`src/hdl/asgr_pkg.sv`:
```
package asgr_pkg;

    localparam int CODE_BITS = 16;

    localparam logic [7:0] CH_ESC      = 8'h1B;
    localparam logic [7:0] CH_LBRACKET = 8'h5B;
    localparam logic [7:0] CH_SEMI     = 8'h3B;
    localparam logic [7:0] CH_M        = 8'h6D;
    localparam logic [7:0] CH_ZERO     = 8'h30;
    localparam logic [7:0] CH_NINE     = 8'h39;

    typedef logic [CODE_BITS-1:0] code_t;

    // dflt set means the note default colour; idx is then zero
    typedef struct packed {
        logic       dflt;
        logic [7:0] idx;
    } colour_t;

    localparam colour_t COLOUR_DEFAULT = '{dflt: 1'b1, idx: 8'd0};

    typedef struct packed {
        logic [7:0] text_byte;
        logic       end_of_text;
    } char_t;

    typedef struct packed {
        logic [7:0] out_byte;
        logic       is_text;
        logic       fore_default;
        logic [7:0] fore_index;
        logic       back_default;
        logic [7:0] back_index;
        logic [3:0] style_bits;
        logic       last;
    } attr_t;

endpackage

```
`src/hdl/asgr_char_if.sv`:
```
interface asgr_char_if;
    logic       valid;
    logic       ready;
    logic [7:0] text_byte;
    logic       end_of_text;

    modport source (output valid, output text_byte, output end_of_text, input ready);
    modport sink   (input valid, input text_byte, input end_of_text, output ready);
endinterface

```
`src/hdl/asgr_attr_if.sv`:
```
interface asgr_attr_if;
    logic       valid;
    logic       ready;
    logic [7:0] out_byte;
    logic       is_text;
    logic       fore_default;
    logic [7:0] fore_index;
    logic       back_default;
    logic [7:0] back_index;
    logic [3:0] style_bits;
    logic       last;

    modport source (
        output valid, output out_byte, output is_text, output fore_default,
        output fore_index, output back_default, output back_index,
        output style_bits, output last, input ready
    );
    modport sink (
        input valid, input out_byte, input is_text, input fore_default,
        input fore_index, input back_default, input back_index,
        input style_bits, input last, output ready
    );
endinterface

```
`src/hdl/asgr_parser.sv`:
```
module asgr_parser (
    input  logic             clk,
    input  logic             rst_n,
    input  logic             step,
    input  asgr_pkg::char_t  char_in,
    output asgr_pkg::attr_t  result,
    output logic             emit
);

    typedef enum logic [2:0] {
        ST_NONE      = 3'd0,
        ST_ESC       = 3'd1,
        ST_CODE      = 3'd2,
        ST_FG_START  = 3'd3,
        ST_FG_FINISH = 3'd4,
        ST_BG_START  = 3'd5,
        ST_BG_FINISH = 3'd6
    } parse_state_t;

    parse_state_t      state_reg, state_next, state_proc;
    asgr_pkg::code_t   accum_reg, accum_next, accum_proc, accum_x10;
    logic [3:0]        style_reg, style_next, style_proc;
    asgr_pkg::colour_t fore_reg, fore_next, fore_proc;
    asgr_pkg::colour_t back_reg, back_next, back_proc;
    asgr_pkg::colour_t fnorm_reg, fnorm_next, fnorm_proc;
    asgr_pkg::colour_t fbold_reg, fbold_next, fbold_proc;
    logic [7:0]        b;
    logic              fin;
    logic              text;
    logic              is_digit;

    assign b         = char_in.text_byte;
    assign fin       = char_in.end_of_text;
    assign is_digit  = (b >= asgr_pkg::CH_ZERO) && (b <= asgr_pkg::CH_NINE);
    assign accum_x10 = (accum_reg << 3) + (accum_reg << 1);

    always_comb
    begin
        state_proc = state_reg;
        accum_proc = accum_reg;
        style_proc = style_reg;
        fore_proc  = fore_reg;
        back_proc  = back_reg;
        fnorm_proc = fnorm_reg;
        fbold_proc = fbold_reg;
        text       = 1'b0;

        if (b == asgr_pkg::CH_ESC)
        begin
            state_proc = ST_ESC;
        end
        else if (state_reg == ST_NONE)
        begin
            text = 1'b1;
        end
        else if (b == asgr_pkg::CH_LBRACKET)
        begin
            if (state_reg == ST_ESC)
            begin
                state_proc = ST_CODE;
                accum_proc = '0;
            end
            else
            begin
                state_proc = ST_NONE;
            end
        end
        else if (is_digit)
        begin
            if (state_reg != ST_ESC)
                accum_proc = accum_x10 + asgr_pkg::code_t'(b[3:0]);
        end
        else if ((b == asgr_pkg::CH_SEMI) || (b == asgr_pkg::CH_M))
        begin
            case (state_reg)
                ST_CODE:
                begin
                    if (accum_reg == asgr_pkg::code_t'(0))
                    begin
                        style_proc = 4'd0;
                        fnorm_proc = '{dflt: 1'b0, idx: 8'd7};
                        fbold_proc = '{dflt: 1'b0, idx: 8'd15};
                        back_proc  = '{dflt: 1'b0, idx: 8'd0};
                        fore_proc  = '{dflt: 1'b0, idx: 8'd7};
                    end
                    else if (accum_reg == asgr_pkg::code_t'(1))
                    begin
                        fore_proc     = fbold_reg;
                        style_proc[0] = 1'b1;
                    end
                    else if (accum_reg == asgr_pkg::code_t'(7))
                        style_proc[3] = 1'b1;
                    else if ((accum_reg == asgr_pkg::code_t'(3))
                             || (accum_reg == asgr_pkg::code_t'(5))
                             || (accum_reg == asgr_pkg::code_t'(6)))
                        style_proc[2] = 1'b1;
                    else if (accum_reg == asgr_pkg::code_t'(4))
                        style_proc[1] = 1'b1;
                    else if (accum_reg == asgr_pkg::code_t'(22))
                    begin
                        fore_proc     = fnorm_reg;
                        style_proc[0] = 1'b0;
                    end
                    else if (accum_reg == asgr_pkg::code_t'(27))
                        style_proc[3] = 1'b0;
                    else if ((accum_reg == asgr_pkg::code_t'(23))
                             || (accum_reg == asgr_pkg::code_t'(25)))
                        style_proc[2] = 1'b0;
                    else if (accum_reg == asgr_pkg::code_t'(24))
                        style_proc[1] = 1'b0;
                    else if ((accum_reg >= asgr_pkg::code_t'(30))
                             && (accum_reg <= asgr_pkg::code_t'(37)))
                    begin
                        fnorm_proc = '{dflt: 1'b0, idx: {5'd0, accum_reg[2:0] - 3'd6}};
                        fbold_proc = '{dflt: 1'b0, idx: {5'd1, accum_reg[2:0] - 3'd6}};
                        fore_proc  = style_reg[0] ? fbold_proc : fnorm_proc;
                    end
                    else if ((accum_reg >= asgr_pkg::code_t'(40))
                             && (accum_reg <= asgr_pkg::code_t'(47)))
                        back_proc = '{dflt: 1'b0, idx: {5'd0, accum_reg[2:0]}};
                    else if (accum_reg == asgr_pkg::code_t'(38))
                        state_proc = ST_FG_START;
                    else if (accum_reg == asgr_pkg::code_t'(48))
                        state_proc = ST_BG_START;
                end
                ST_FG_START:
                    state_proc = (accum_reg == asgr_pkg::code_t'(5)) ? ST_FG_FINISH : ST_CODE;
                ST_FG_FINISH:
                begin
                    fnorm_proc = '{dflt: 1'b0, idx: accum_reg[7:0]};
                    fbold_proc = fnorm_proc;
                    fore_proc  = fnorm_proc;
                    state_proc = ST_CODE;
                end
                ST_BG_START:
                    state_proc = (accum_reg == asgr_pkg::code_t'(5)) ? ST_BG_FINISH : ST_CODE;
                ST_BG_FINISH:
                begin
                    back_proc  = '{dflt: 1'b0, idx: accum_reg[7:0]};
                    state_proc = ST_CODE;
                end
                default:
                begin
                end
            endcase
            accum_proc = '0;
            if (b == asgr_pkg::CH_M)
                state_proc = ST_NONE;
        end
    end

    // end of note returns everything to its power-up values
    always_comb
    begin
        if (fin)
        begin
            state_next = ST_NONE;
            accum_next = '0;
            style_next = 4'd0;
            fore_next  = asgr_pkg::COLOUR_DEFAULT;
            back_next  = asgr_pkg::COLOUR_DEFAULT;
            fnorm_next = asgr_pkg::COLOUR_DEFAULT;
            fbold_next = asgr_pkg::COLOUR_DEFAULT;
        end
        else
        begin
            state_next = state_proc;
            accum_next = accum_proc;
            style_next = style_proc;
            fore_next  = fore_proc;
            back_next  = back_proc;
            fnorm_next = fnorm_proc;
            fbold_next = fbold_proc;
        end
    end

    assign emit                = text || fin;
    assign result.out_byte     = text ? b : 8'd0;
    assign result.is_text      = text;
    assign result.fore_default = fore_proc.dflt;
    assign result.fore_index   = fore_proc.dflt ? 8'd0 : fore_proc.idx;
    assign result.back_default = back_proc.dflt;
    assign result.back_index   = back_proc.dflt ? 8'd0 : back_proc.idx;
    assign result.style_bits   = style_proc;
    assign result.last         = fin;

    always_ff @(posedge clk or negedge rst_n)
    begin
        if (!rst_n)
        begin
            state_reg <= ST_NONE;
            accum_reg <= '0;
            style_reg <= 4'd0;
            fore_reg  <= asgr_pkg::COLOUR_DEFAULT;
            back_reg  <= asgr_pkg::COLOUR_DEFAULT;
            fnorm_reg <= asgr_pkg::COLOUR_DEFAULT;
            fbold_reg <= asgr_pkg::COLOUR_DEFAULT;
        end
        else if (step)
        begin
            state_reg <= state_next;
            accum_reg <= accum_next;
            style_reg <= style_next;
            fore_reg  <= fore_next;
            back_reg  <= back_next;
            fnorm_reg <= fnorm_next;
            fbold_reg <= fbold_next;
        end
    end

endmodule

```
`src/hdl/ansi_sgr_stream_parser_core.sv`:
```
// channel    dir  handshake     payload
// char_in    in   valid/ready   text_byte[7:0], end_of_text
// char_out   out  valid/ready   out_byte, is_text, fore/back default+index, style_bits, last
//
// One byte per clock sustained while char_out is not stalled; a byte's result reaches char_out
// through the input register, the parser step and the result register, in that order; only
// text bytes and the end of note produce a result.
// rst_n (async, active low) puts the parser outside any sequence with default colours.
// A stalled result holds; char_in keeps accepting until both registers are full.
module ansi_sgr_stream_parser_core (
    input  logic        clk,
    input  logic        rst_n,
    asgr_char_if.sink   char_in,
    asgr_attr_if.source char_out
);

    asgr_pkg::char_t in_data_reg;
    logic            in_valid_reg;
    asgr_pkg::attr_t out_data_reg;
    logic            out_valid_reg;
    asgr_pkg::attr_t result;
    logic            emit;
    logic            step;

    // the held byte moves on whenever the result slot is free or being emptied
    assign step          = in_valid_reg && (!out_valid_reg || char_out.ready);
    assign char_in.ready = !in_valid_reg || step;

    asgr_parser u_parser (
        .clk     (clk),
        .rst_n   (rst_n),
        .step    (step),
        .char_in (in_data_reg),
        .result  (result),
        .emit    (emit)
    );

    always_ff @(posedge clk or negedge rst_n)
    begin
        if (!rst_n)
        begin
            in_valid_reg  <= 1'b0;
            out_valid_reg <= 1'b0;
        end
        else
        begin
            if (char_in.ready)
                in_valid_reg <= char_in.valid;
            if (step)
                out_valid_reg <= emit;
            else if (char_out.ready)
                out_valid_reg <= 1'b0;
        end
    end

    always_ff @(posedge clk)
    begin
        if (char_in.valid && char_in.ready)
        begin
            in_data_reg.text_byte   <= char_in.text_byte;
            in_data_reg.end_of_text <= char_in.end_of_text;
        end
        if (step && emit)
            out_data_reg <= result;
    end

    assign char_out.valid        = out_valid_reg;
    assign char_out.out_byte     = out_data_reg.out_byte;
    assign char_out.is_text      = out_data_reg.is_text;
    assign char_out.fore_default = out_data_reg.fore_default;
    assign char_out.fore_index   = out_data_reg.fore_index;
    assign char_out.back_default = out_data_reg.back_default;
    assign char_out.back_index   = out_data_reg.back_index;
    assign char_out.style_bits   = out_data_reg.style_bits;
    assign char_out.last         = out_data_reg.last;

endmodule

```
`src/flat_wrapper.sv`:
```
// flat-port wrapper written by rule: the top's interface ports become plain ports
module ansi_sgr_stream_parser_core_flat 
  (clk, rst_n, char_in_valid, char_in_text_byte, char_in_end_of_text, char_in_ready, char_out_valid, char_out_out_byte, char_out_is_text, char_out_fore_default, char_out_fore_index, char_out_back_default, char_out_back_index, char_out_style_bits, char_out_last, char_out_ready);
  asgr_char_if char_in_i ();
  asgr_attr_if char_out_i ();
  input  logic clk;
  input  logic rst_n;
  input wire logic [$bits(char_in_i.valid)-1:0] char_in_valid;
  input wire logic [$bits(char_in_i.text_byte)-1:0] char_in_text_byte;
  input wire logic [$bits(char_in_i.end_of_text)-1:0] char_in_end_of_text;
  output wire logic [$bits(char_in_i.ready)-1:0] char_in_ready;
  output wire logic [$bits(char_out_i.valid)-1:0] char_out_valid;
  output wire logic [$bits(char_out_i.out_byte)-1:0] char_out_out_byte;
  output wire logic [$bits(char_out_i.is_text)-1:0] char_out_is_text;
  output wire logic [$bits(char_out_i.fore_default)-1:0] char_out_fore_default;
  output wire logic [$bits(char_out_i.fore_index)-1:0] char_out_fore_index;
  output wire logic [$bits(char_out_i.back_default)-1:0] char_out_back_default;
  output wire logic [$bits(char_out_i.back_index)-1:0] char_out_back_index;
  output wire logic [$bits(char_out_i.style_bits)-1:0] char_out_style_bits;
  output wire logic [$bits(char_out_i.last)-1:0] char_out_last;
  input wire logic [$bits(char_out_i.ready)-1:0] char_out_ready;
  assign char_in_i.valid = char_in_valid;
  assign char_in_i.text_byte = char_in_text_byte;
  assign char_in_i.end_of_text = char_in_end_of_text;
  assign char_in_ready = char_in_i.ready;
  assign char_out_valid = char_out_i.valid;
  assign char_out_out_byte = char_out_i.out_byte;
  assign char_out_is_text = char_out_i.is_text;
  assign char_out_fore_default = char_out_i.fore_default;
  assign char_out_fore_index = char_out_i.fore_index;
  assign char_out_back_default = char_out_i.back_default;
  assign char_out_back_index = char_out_i.back_index;
  assign char_out_style_bits = char_out_i.style_bits;
  assign char_out_last = char_out_i.last;
  assign char_out_i.ready = char_out_ready;
  ansi_sgr_stream_parser_core u_core (.clk(clk), .rst_n(rst_n), .char_in(char_in_i), .char_out(char_out_i));
endmodule
```
`config.mk`:
```
export PLATFORM = sky130hd
export DESIGN_NAME = ansi_sgr_stream_parser_core_flat
export DESIGN_NICKNAME = d
export VERILOG_FILES = /design/src/hdl/asgr_pkg.sv /design/src/hdl/asgr_char_if.sv /design/src/hdl/asgr_attr_if.sv /design/src/hdl/asgr_parser.sv /design/src/hdl/ansi_sgr_stream_parser_core.sv /design/src/flat_wrapper.sv
export SDC_FILE = /design/constraint.sdc
export NUM_CORES = 1
export LEC_CHECK = 0
export ABC_CLOCK_PERIOD_IN_PS = 6100
export BUFFER_PORTS_ARGS = -buffer_cell sky130_fd_sc_hd__buf_2
export CAP_MARGIN = 10
export CORE_MARGIN = 2
export CORE_UTILIZATION = 55
export CTS_CLUSTER_DIAMETER = 40
export DETAILED_ROUTE_END_ITERATION = 8
export PLACE_DENSITY = 0.8
export SYNTH_ARGS = -nofsm -noshare
export SYNTH_HDL_FRONTEND = slang
export SYNTH_SLANG_ARGS = --single-unit
```
`constraint.sdc`:
```
create_clock -name clk -period 6.1 [get_ports clk]
set_input_delay 0.61 -clock clk [delete_from_list [all_inputs] [get_ports clk]]
set_output_delay 0.61 -clock clk [all_outputs]
set_load 0.02 [all_outputs]
```
# Word-level counts from Yosys, hierarchy flattened
# Index checks and enable logic that the tools add are counted.
[totals]
ff_bits = 102
inputBits = 13
output_inout_bits = 34
wordCells = 243
[classes]
addsub = 3
order_cmp = 6
n_eq_ne = 53
muxes = 131
reduce_logical = 27
[ops]
columns = ["cell", "count"]
rows = [
  ["9-bit two-way mux", 65],
  ["16-bit two-way mux", 8],
  ["16-bit by 5-bit == test with 1-bit output (second input constant)", 5],
  ["3-bit two-way mux", 25],
  ["9-bit case mux with 2 select lines", 4],
  ["6-bit by 5-bit inequality test with 1-bit output (second input constant)", 11],
  ["16-bit by 3-bit == test with 1-bit output (second input constant)", 4],
  ["4-bit two-way mux", 9],
  ["4-bit by 3-bit inequality test with 1-bit output (second input constant)", 9],
  ["16-bit by 6-bit == test with 1-bit output (second input constant)", 2],
  ["16-bit by 6-bit less-or-equal comparator with 1-bit output (second input constant)", 2],
  ["17-bit AND reduction", 1],
  ["16-bit adder", 1],
  ["16-bit by 4-bit adder with 16-bit output", 1],
  ["16-bit by 1-bit == test with 1-bit output (second input constant)", 1],
  ["16-bit by 2-bit == test with 1-bit output (second input constant)", 1],
  ["8-bit by 7-bit == test with 1-bit output (second input constant)", 2],
  ["16-bit by 5-bit greater-or-equal comparator with 1-bit output (second input constant)", 1],
  ["16-bit by 6-bit greater-or-equal comparator with 1-bit output (second input constant)", 1],
  ["16-bit logical NOT", 1],
  ["16-bit AND reduction", 1],
  ["1-bit two-way mux", 15],
  ["3-bit case mux with 4 select lines", 1],
  ["3-bit == test (second input constant)", 3],
  ["other kinds (23)", 46],
]

# Logic depth before layout (Yosys ltp)
# Gate-level depths: netlist (run 1).
[depth]
word_depth = 22
depth_mapped = 11

# By module
# Synthesis (run 1) repeated with hierarchy kept, for this count alone.
[unflattened]
hier_cells = 535
hier_area_um2 = 5616.6
[by_module_without_submodules]
columns = ["mod", "instances", "cells_each", "area_each_um2", "seq_area_each_um2"]
rows = [
  ["asgr_parser", 1, 484, 4276.6, 1280.0],
  ["ansi_sgr_stream_parser_core", 1, 51, 1340.0, 1281.2],
]

# Worst setup path before layout (run 1)
# OpenSTA, ideal clock, no wires.
[synth_timing]
path_kind = "register to register"
start = "reg u_core.u_parser.state_reg[0]"
end = "reg u_core.out_data_reg, in the netlist u_core.char_out.back_default, enable pin"
arrival_time_ns = 2.668
setup_slack_ns = 3.011
stages_incl_launch_ff = 7
n_path_buf = 1
cell_sequence = "dfrtp_1 clkbuf_1 nor3_1 inv_2 nor2_1 nor2_1 nor2_1"
[synth_lines]
columns = ["element", "line", "text"]
rows = [
  ["from (decl)", "asgr_parser.sv:20", "parse_state_t state_reg, state_next, state_proc;"],
  ["from (signal assigned)", "asgr_parser.sv:201", "state_reg <= state_next;"],
  ["to (signal assigned)", "ansi_sgr_stream_parser_core.sv:64", "out_data_reg <= result;"],
  ["to (decl)", "ansi_sgr_stream_parser_core.sv:19", "asgr_pkg::attr_t out_data_reg;"],
]

# Worst setup path after layout (run 1)
[layout_timing]
start = "reg u_core.u_parser.accum_reg[0]"
end = "reg u_core.u_parser.accum_reg[15]"
[layout_between]
elab_chain_cells = 8
[layout_lines]
columns = ["element", "line", "text"]
rows = [
  ["from (decl)", "asgr_parser.sv:21", "asgr_pkg::code_t accum_reg, accum_next, accum_proc, accum_x10;"],
  ["from (signal assigned)", "asgr_parser.sv:202", "accum_reg <= accum_next;"],
  ["16-bit adder", "asgr_parser.sv:35", "assign accum_x10 = (accum_reg << 3) + (accum_reg << 1);"],
  ["16-bit by 4-bit adder with 16-bit output", "asgr_parser.sv:71", "accum_proc = accum_x10 + asgr_pkg::code_t'(b[3:0]);"],
  ["16-bit two-way mux", "asgr_parser.sv:70", "if (state_reg != ST_ESC)"],
  ["16-bit two-way mux", "asgr_parser.sv:68", "else if (is_digit)"],
  ["16-bit two-way mux", "asgr_parser.sv:56", "else if (b == asgr_pkg::CH_LBRACKET)"],
  ["16-bit two-way mux", "asgr_parser.sv:52", "else if (state_reg == ST_NONE)"],
  ["16-bit two-way mux", "asgr_parser.sv:48", "if (b == asgr_pkg::CH_ESC)"],
  ["16-bit two-way mux", "asgr_parser.sv:155", "if (fin)"],
]
# No other way between the ends. The select of a mux whose other input is x is not followed.
# A chain may end at the register's enable or synchronous reset.

==> results.toml, run 1 <==
[die]
initial_utilization = 0.566
die_area_um2 = 10800
die_x_um = 104
row_count = 36
dieHeight_um = 104
core_area_um2 = 9730
pin_count = 47

[sta]
fmax_mhz = 299
slew_viol_final = 0
finalSetupViolCount = 0
period_minus_slack_ns = 3.34
tns_ns = 0
rsz0062_at_grt = "no"
setup_ws_ns = 2.76
finalCritPeriodShare = 0.548
max_slew_margin = 0.330
tightest_slew_ns = 0.997
finalHoldViolCount = 0
fin_worst_skew_ns = 0.0132

[yosys]
synth_fa_ha_area_frac = 0.0686
synth-xor-area-share = 0.0254
ys_async_sr_fraction = 0.564
avgSynthCellArea_um2 = 10.0
synth_cell_types = 76
synth_edf_count = 41
synthCells = 550
synth_mux_area_frac = 0.00999
ys_seq_area_frac = 0.465
synth-seq-cells = 94
yosys.area.top_type = "dfrtp_1"
synth_compound_area_frac = 0.203
synthSimpleGateAreaFrac = 0.196
synth.top_cell.area_share = 0.227
synth_area_leaders = "dfrtp_1, edfxtp_1, ha_1, nand2_1, nor2_1"
syn_area_um2 = 5510
synth_warnings = 0
synth_fp_nets = 592
synth_top_family_by_area = "compound AO/OA/AOI/OAI gates"
ys.flop_type = "dfrtp_1"

[cells_and_area]
diodes = 0
largest_reg_flops = 16
nFillCells = 809
final_cell_mix = "nand2_1, dfrtp_1, buf_2, nor2_1, edfxtp_1"
multiInputGateArea_um2 = 2780
regArea_um2 = 2560
finalNetCount = 625
syn2layout_area_growth_pct = 9.20
final_util = 0.618
post-route-cell-area_um2 = 6020
layout_commonest_cell = "nand2_1"
drive_gt1_frac = 0.150

[power]
powerDensity_nw_per_um2 = 216
total_power_w = 0.00130
ir_worst_vdd_uv = 144
leakagePower_nw = 2.47

[cts]
clock_sinks = 94
cts-buffers-inserted = 9
clk_path_buf_depth = 2
cts_setup_buffers = 0
cts_tree = "yes"
cts-resized-gates = 0
htreeDepth = 3
clk_pin_slew_ns = 0.10
root_buffer = "clkbuf_8"
clk_latency_ns = 0.37
cts_hold_buf = 0

[worst_setup_path]
cp.arrival_ns = 3.61
slowest_stage = "dfrtp_1"
cp_cell_sequence = "fa_1, ha_1, a211oi_1, o21ai_1, a41o_1, o41ai_1, o21ai_0, xnor2_1, a22o_1"
cp_max_fo = 19
critPathCaptureType = "register"
reg2reg_to = "u_core.u_parser.accum_reg[15]$_DFFE_PN0P_"
r2r-start = "u_core.u_parser.accum_reg[0]$_DFFE_PN0P_"
r2r_setup_slack_ns = 2.76
worst-setup-path-type = "reg2reg"
cp-start-kind = "register"
reg2reg_depth = 9
slowest_delay_ns = 0.74
worst_ep_required_time_ns = 6.37
path_delay_family = "compound AO/OA/AOI/OAI gates"
critPathBufInv = 0
cp.depth = 9

[global_routing]
gr-total-overflow = 0
antenna_found_initial = 0
grt_pass1_wl_um = 21700
grt_pass1_vias = 4365
grt_max_degree = 54
grt_usage = 0.248

[routing]
wire_per_inst_um = 17.9
antenna_left = 0
routed_wl_um = 12900
dr.pass1.iters = 5
via_per_inst = 6.18
route.detailed.drc = 0
drt_iter0_drc = 309
vias = 4456

[place]
dp_hpwl_um = 9240
io_buffer_count = 46
placed_cell_area_um2 = 5820
globalplace.congestion = 0.972
place_ws_ns = 2.80

[worst_hold_path]
hold_class = "in2async"

[outcome]
outcome = "complete, no violations"

[flow_run]
cap_violations = 0
## synthesized netlist by cell type (4+ instances only)
cell      count
a21o_1        5
a21oi_1      22
a22o_1       17
a22oi_1      14
and2_1       14
and3_1       10
buf_2         9
clkbuf_1     17
dfrtp_1      50
edfxtp_1     41
ha_1         27
inv_1        11
nand2_1      68
nand2b_1      8
nand3_1      11
nand4_1       6
nor2_1       44
nor2b_1       8
nor3_1       14
o21a_1        4
o21ai_0      32
o21ai_1       8
o221ai_1      5
o31ai_1      13
o41ai_1       5
xnor2_1      11
xor2_1        5
## stage by stage
| stage | cells | hold slack, ns |
|---|---|---|
| after floorplan | 550 | 0.314 |
| after global placement | 705 | 0.453 |
| after detailed placement | 705 | 0.453 |
| after CTS | 721 | 0.374 |
| after global routing | 721 | 0.393 |
| final | 721 | 0.353 |
## worst max-delay path by stage
| stage | to | startpoint | slack (ns) |
|---|---|---|---|
| 5_1_grt | u_core.u_parser.accum_reg[15]$_DFFE_PN0P_ | u_core.u_parser.accum_reg[0]$_DFFE_PN0P_ | 2.56 |
| 3_3_place_gp | u_core.u_parser.accum_reg[15]$_DFFE_PN0P_ | u_core.u_parser.accum_reg[0]$_DFFE_PN0P_ | 2.88 |
| 2_1_floorplan | u_core.char_out.back_default$_DFFE_PP_ | u_core.u_parser.state_reg[0]$_DFFE_PN0P_ | 3.01 |
| 3_5_place_dp | u_core.u_parser.accum_reg[15]$_DFFE_PN0P_ | u_core.u_parser.accum_reg[0]$_DFFE_PN0P_ | 2.80 |
| 6_report | u_core.u_parser.accum_reg[15]$_DFFE_PN0P_ | u_core.u_parser.accum_reg[0]$_DFFE_PN0P_ | 2.76 |
| 4_1_cts | u_core.u_parser.accum_reg[15]$_DFFE_PN0P_ | u_core.u_parser.accum_reg[0]$_DFFE_PN0P_ | 2.78 |
## layer usage
metal  wire length, um  share of wire  vias to the layer above  GRT usage
li1                  -              -                     2117          -
met1              5720           0.44                     2142      0.335
met4               294          0.023                        0     0.0917
met2              6140           0.48                      169      0.398
met5                 0              0                        -          0
met3               744          0.058                       28     0.0508
## kinds of logic after synthesis
family	count (synthesis)
compound gates	156
fa+ha+maj	29
flops	94
mux	5
xor+xnor	16
buf+inv	42
simple gates	208
## area by class of cell
cell class	count	share of cell area
Multi-Input combinational cell	414	0.462
Timing Repair Buffer	51	0.0445
Inverter	13	0.00811
Sequential cell	94	0.426
Clock buffer	10	0.0212
Clock inverter	6	0.0112
Tap cell	133	0.0277
## where the power goes
| part | total (W) | internal (W) | switching, W |
|---|---|---|---|
| Sequential | 0.000732 | 0.000708 | 0.0000239 |
| Clock | 0.000424 | 0.000192 | 0.000232 |
| Combinational | 0.000141 | 0.0000433 | 0.0000980 |
No activity file was read; power rests on OpenSTA's default activity.
==> run 2: changes to the inputs <==
--- a/config.mk
+++ b/config.mk
@@ -5,7 +5,8 @@
 export SDC_FILE = /design/constraint.sdc
 export NUM_CORES = 1
 export LEC_CHECK = 0
-export ABC_CLOCK_PERIOD_IN_PS = 6100
+export ABC_AREA = 1
+export ABC_CLOCK_PERIOD_IN_PS = 3400
 export BUFFER_PORTS_ARGS = -buffer_cell sky130_fd_sc_hd__buf_2
 export CAP_MARGIN = 10
 export CORE_MARGIN = 2
==> constraint.sdc (replaced) <==
create_clock -name clk -period 3.4 [get_ports clk]
set_input_delay 0.34 -clock clk [delete_from_list [all_inputs] [get_ports clk]]
set_output_delay 0.34 -clock clk [all_outputs]
set_load 0.02 [all_outputs]
==> results.toml, run 2 <==
[outcome]
outcome = "complete, no violations"

[power]
internal_power_w = 0.00210
pwr-share-comb = 0.317
p_switching_w = 0.00127
swShare = 0.377
leakagePower_nw = 3.03
p_clk_frac = 0.222
powerDensity_nw_per_um2 = 528
seqPwrFrac = 0.461
ir_worst_vdd_uv = 389

[sta]
fin_worst_skew_ns = 0.0117
rsz0062_at_grt = "no"
fmax_mhz = 379
tightest_slew_ns = 1.16
slew_viol_final = 0
finalCritPeriodShare = 0.776
finalSetupViolCount = 0
period_minus_slack_ns = 2.64
tns_ns = 0
max_slew_margin = 0.224
finalHoldViolCount = 0

[cells_and_area]
final_cell_mix = "nand2_1, nor2_1, inv_1, dfrtp_1, nand3_1"
drive_gt1_frac = 0.152
syn2layout_area_growth_pct = 10.2
final_util = 0.620
finalNetCount = 820
largest_reg_flops = 16
layout_commonest_cell = "nand2_1"
nFillCells = 933
diodes = 0

[yosys]
avgSynthCellArea_um2 = 7.98
synth_compound_area_frac = 0.130
synth_top_family_by_area = "simple AND/OR/NAND/NOR gates"
yosys.area.top_type = "dfrtp_1"
synth_cell_types = 47
synth_area_leaders = "dfrtp_1, edfxtp_1, nand2_1, ha_1, nor2_1"
synthCells = 725
yosysMostFrequentCell = "nand2_1"
synth_mux_area_frac = 0
synth_fp_nets = 767
synth.top_cell.area_share = 0.216
synthSimpleGateAreaFrac = 0.276
ys_seq_area_frac = 0.443
ys_async_sr_fraction = 0.564
synth_warnings = 0
synth_fa_ha_area_frac = 0.0653
synth_edf_count = 41
syn_area_um2 = 5780
synth-xor-area-share = 0.0121
yosys-top-cells-count = "nand2_1, nor2_1, inv_1"
ys.flop_type = "dfrtp_1"
synth-seq-cells = 94

[worst_setup_path]
worst_ep_required_time_ns = 3.67
cp.arrival_ns = 2.91
critPathCapture = "u_core.u_parser.accum_reg[12]$_DFFE_PN0P_"
cp.depth = 12
cp_max_fo = 10
cp_cell_sequence = "fa_1, inv_1, fa_1, inv_1, a31oi_1, inv_1, a21o_1, nand2_1, a21oi_1, nand2_1, nand2_1, o21ai_1"
r2r_setup_slack_ns = 0.76
critPathCaptureType = "register"
r2r-start = "u_core.u_parser.accum_reg[0]$_DFFE_PN0P_"
critPathBufInv = 3
critPathLaunch = "u_core.u_parser.accum_reg[0]$_DFFE_PN0P_"
slowest_stage = "fa_1"
reg2reg_to = "u_core.u_parser.accum_reg[12]$_DFFE_PN0P_"
worst-setup-path-type = "reg2reg"
reg2reg_depth = 12
path_delay_family = "adder cells"
cp-start-kind = "register"
slowest_delay_ns = 0.63

[routing]
via_per_inst = 5.64
drt_iter0_drc = 425
routed_wl_um = 14300
dr.pass1.iters = 7
route.detailed.drc = 0
antenna_left = 0
wire_per_inst_um = 15.6
vias = 5183

[cts]
cts-buffers-inserted = 9
clk_path_buf_depth = 2
clk_latency_ns = 0.37
htreeDepth = 3
root_buffer = "clkbuf_8"
clk_pin_slew_ns = 0.09
clock_sinks = 94
cts_tree = "yes"
cts_setup_buffers = 0

[worst_hold_path]
hold_class = "in2reg"

[global_routing]
gr-total-overflow = 0
antenna_found_initial = 0
grt_pass1_wl_um = 23900
grt_usage = 0.267
grt_max_degree = 33
grt_pass1_vias = 5146

[place]
io_buffer_count = 46
globalplace.congestion = 0.955
dp_hpwl_um = 10800

[die]
dieHeight_um = 107
pin_count = 47
row_count = 37
core_area_um2 = 10300
die_area_um2 = 11400
die_x_um = 107
initial_utilization = 0.563

[flow_run]
cap_violations = 0
==> run 2: layout make-up <==
type,count,area (um^2),area share
Clock buffer,12,145,0.0228
Clock inverter,4,48.8,0.00765
Inverter,95,359,0.0563
Multi-Input combinational cell,525,2810,0.440
Sequential cell,94,2560,0.402
Tap cell,136,170,0.0267
Timing Repair Buffer,53,285,0.0447
==> run 2: what timing repair did <==
action | 4_1_cts | 5_1_grt
hold buffers | 1 | 0
resized for setup | 0 | 0
endpoints found under the setup margin | 0 | 0
endpoints found under the hold margin | 22 | 0
==> run 2: layer usage <==
metal | vias to the layer above | routed length [um] | part of all wire | track usage
li1 | 2522 | - | - | -
met3 | 39 | 901 | 0.063 | 0.0533
met1 | 2431 | 6100 | 0.43 | 0.343
met4 | 0 | 386 | 0.027 | 0.129
met5 | - | 0 | 0 | 0
met2 | 191 | 6930 | 0.48 | 0.435
==> run 2: power by group through the flow <==
stage | combinational (W) | sequential, W | clock (W)
finish | 0.00107 | 0.00155 | 0.000747
global route | 0.00117 | 0.00158 | 0.000810
CTS | 0.00107 | 0.00155 | 0.000756
detailed placement | 0.00106 | 0.00158 | 0
global placement | 0.00105 | 0.00157 | 0
floorplan | 0.000528 | 0.00176 | 0
==> run 2: worst register-to-register path: stages (launching register included) <==
cell and delay, ns:
dfrtp_1 0.54, fa_1 0.63, inv_1 0.07, fa_1 0.46, inv_1 0.07, a31oi_1 0.10
inv_1 0.10, a21o_1 0.13, nand2_1 0.07, a21oi_1 0.18, nand2_1 0.07, nand2_1 0.07
o21ai_1 0.05
==> run 2: how the worst min path moves through the flow <==
stage	from	endpoint	slack, ns	depth (start not counted)
6_report	char_in_text_byte[0]	u_core.in_data_reg[1]$_DFFE_PP_	0.14	1
3_5_place_dp	rst_n	u_core.u_parser.fore_reg[7]$_DFFE_PN0P_	0.37	1
2_1_floorplan	rst_n	u_core.char_out.valid$_DFFE_PN0P_	0.04	0
5_1_grt	char_in_text_byte[4]	u_core.in_data_reg[5]$_DFFE_PP_	0.12	1
4_1_cts	char_in_text_byte[5]	u_core.in_data_reg[6]$_DFFE_PP_	0.13	1
3_3_place_gp	rst_n	u_core.u_parser.fore_reg[7]$_DFFE_PN0P_	0.36	1
==> run 2: cells by family after synthesis <==
logic type / Yosys count
flops: 94
xor+xnor: 8
simple gates: 357
compound gates: 131
fa+ha+maj: 29
buf+inv: 106
==> run 2: metrics by stage <==
step / hold slack (ns) / cells / area [um^2] / setup WS [ns] / power, W
after floorplan: 0.0444 / 725 / 5780 / 0.470 / 0.00229
after detailed placement: 0.370 / 902 / 6170 / 0.785 / 0.00264
after CTS: 0.130 / 919 / 6380 / 0.782 / 0.00338
after global placement: 0.363 / 902 / 6170 / 0.842 / 0.00262
final: 0.139 / 919 / 6380 / 0.762 / 0.00337
after global routing: 0.118 / 919 / 6380 / 0.561 / 0.00356
==> run 3: changes to the inputs <==
--- a/config.mk
+++ b/config.mk
@@ -6,14 +6,14 @@
 export NUM_CORES = 1
 export LEC_CHECK = 0
 export ABC_AREA = 1
-export ABC_CLOCK_PERIOD_IN_PS = 3400
+export ABC_CLOCK_PERIOD_IN_PS = 2250
 export BUFFER_PORTS_ARGS = -buffer_cell sky130_fd_sc_hd__buf_2
 export CAP_MARGIN = 10
 export CORE_MARGIN = 2
 export CORE_UTILIZATION = 55
 export CTS_CLUSTER_DIAMETER = 40
 export DETAILED_ROUTE_END_ITERATION = 8
-export PLACE_DENSITY = 0.8
+export PLACE_DENSITY = 0.83
 export SYNTH_ARGS = -nofsm -noshare
 export SYNTH_HDL_FRONTEND = slang
 export SYNTH_SLANG_ARGS = --single-unit
==> constraint.sdc (replaced) <==
create_clock -name clk -period 2.25 [get_ports clk]
set_input_delay 0.225 -clock clk [delete_from_list [all_inputs] [get_ports clk]]
set_output_delay 0.225 -clock clk [all_outputs]
set_load 0.02 [all_outputs]
==> results.toml, run 3 (same netlist as run 2, synthesis figures left out) <==
[global_routing]
gr-total-overflow = 0
antenna_found_initial = 0
grt_max_degree = 22
grt_pass1_wl_um = 26200
grt_pass1_vias = 5561
grt_usage = 0.295

[place]
placed_cells = 958
io_buffer_count = 46
dp_hpwl_um = 11500
globalplace.congestion = 0.984

[sta]
max_slew_margin = 0.579
tns_ns = -0.973
slew_viol_final = 0
fmax_mhz = 416
fin_worst_skew_ns = 0.0128
tightest_slew_ns = 0.629
setup_ws_ns = -0.151
rsz0062_at_grt = "yes"
finalSetupViolCount = 9
finalCritPeriodShare = 1.07
period_minus_slack_ns = 2.40
finalHoldViolCount = 0

[cells_and_area]
stdcell_count = 1003
diodes = 0
largest_reg_flops = 16
final_cell_mix = "nand2_1, buf_4, nor2_1, inv_1, dfrtp_1"
drive_gt1_frac = 0.308
nFillCells = 722
layout_commonest_cell = "nand2_1"
finalNetCount = 904
syn2layout_area_growth_pct = 29.5

[die]
row_count = 37
initial_utilization = 0.563
core_area_um2 = 10300
die_area_um2 = 11400
die_x_um = 107
dieHeight_um = 107
pin_count = 47

[outcome]
violations = "negative setup slack"
outcome = "finished with violations"

[worst_hold_path]
holdPathStages = 1
hold_class = "in2reg"

[power]
ir_worst_vdd_uv = 641
leakagePower_nw = 3.50
powerDensity_nw_per_um2 = 769

[worst_setup_path]
cp_max_fo = 2
critPathCaptureType = "register"
reg2reg_depth = 14
worst-setup-path-type = "reg2reg"
cp.arrival_ns = 2.68
worst_ep_required_time_ns = 2.53
cp-start-kind = "register"

[cts]
clock_sinks = 94
htreeDepth = 3
clk_pin_slew_ns = 0.10
cts_tree = "yes"
clk_path_buf_depth = 2
cts-buffers-inserted = 9
root_buffer = "clkbuf_8"
clk_latency_ns = 0.38

[routing]
via_per_inst = 5.87
routed_wl_um = 17900
dr.pass1.iters = 6
wire_per_inst_um = 17.8
route.detailed.drc = 0
vias = 5883
antenna_left = 0
drt_iter0_drc = 728

[flow_run]
cap_violations = 0
## run 3: routing by layer
metal,track usage,part of all wire,vias to the layer above
li1,-,-,2694
met1,0.361,0.37,2758
met2,0.494,0.50,341
met3,0.0644,0.072,90
met4,0.144,0.050,0
met5,0,0,-
## run 3: worst paths after layout
check	start	end	slack, ns
max	u_core.u_parser.accum_reg[0]$_DFFE_PN0P_	u_core.u_parser.accum_reg[13]$_DFFE_PN0P_	-0.15
min reg2reg	u_core.u_parser.fnorm_reg[2]$_DFFE_PN0P_	u_core.u_parser.fnorm_reg[2]$_DFFE_PN0P_	0.49
max in group asynchronous	rst_n	u_core.u_parser.fbold_reg[8]$_DFFE_PN1P_	1.31
min	char_in_text_byte[3]	u_core.in_data_reg[4]$_DFFE_PP_	0.02
min in group asynchronous	rst_n	u_core.u_parser.back_reg[3]$_DFFE_PN0P_	0.29
max reg2reg	u_core.u_parser.accum_reg[0]$_DFFE_PN0P_	u_core.u_parser.accum_reg[13]$_DFFE_PN0P_	-0.15
## run 3: final cells by class
| type | instances | area, um^2 | share of cell area |
|---|---|---|---|
| Sequential cell | 94 | 2560 | 0.342 |
| Timing Repair Buffer | 135 | 941 | 0.126 |
| Clock inverter | 6 | 115 | 0.0154 |
| Tap cell | 136 | 170 | 0.0227 |
| Multi-Input combinational cell | 527 | 3200 | 0.427 |
| Clock buffer | 10 | 128 | 0.0170 |
| Inverter | 95 | 373 | 0.0498 |
## run 3: worst max-delay path: stages (launching register included)
cell and delay [ns]:
dfrtp_1 0.45, fa_2 0.54, ha_4 0.31, nand3_2 0.06, nand2_2 0.09, nand2_2 0.06
nand3_2 0.07, nand2_2 0.08, nand2_2 0.08, a21oi_2 0.06, or2_4 0.26, nand2_2 0.05
nand2_1 0.05, nand3_1 0.08, nand2_1 0.05
## run 3: report_power, final
| part | leakage [nW] | internal [W] | switching, W |
|---|---|---|---|
| sequential | 1.11 | 0.00221 | 0.000124 |
| combinational | 2.27 | 0.000663 | 0.00139 |
| clock | 0.117 | 0.000746 | 0.000631 |
| total | 3.50 | 0.00362 | 0.00214 |
## run 3: timing repair
item,CTS,global route
hold endpoints to repair,13,4
resized for setup,26,71
hold buffers,1,4
pin swaps,15,23
cloned,1,1
setup buffers,7,15
setup endpoints to repair,41,53
## run 3: through the flow
| stage | setup slack, ns | utilization | cell area, um^2 | total power (W) | hold WS [ns] |
|---|---|---|---|---|---|
| global placement | -0.0497 | 0.644 | 6620 | 0.00416 | 0.166 |
| detailed placement | -0.222 | 0.644 | 6620 | 0.00420 | 0.173 |
| global route | -0.231 | 0.729 | 7490 | 0.00601 | 0.00662 |
| floorplan | -0.0130 | - | 5820 | 0.00348 | -0.0706 |
| CTS | -0.120 | 0.684 | 7030 | 0.00562 | 0.00696 |
| finish | -0.151 | 0.729 | 7490 | 0.00576 | 0.0166 |
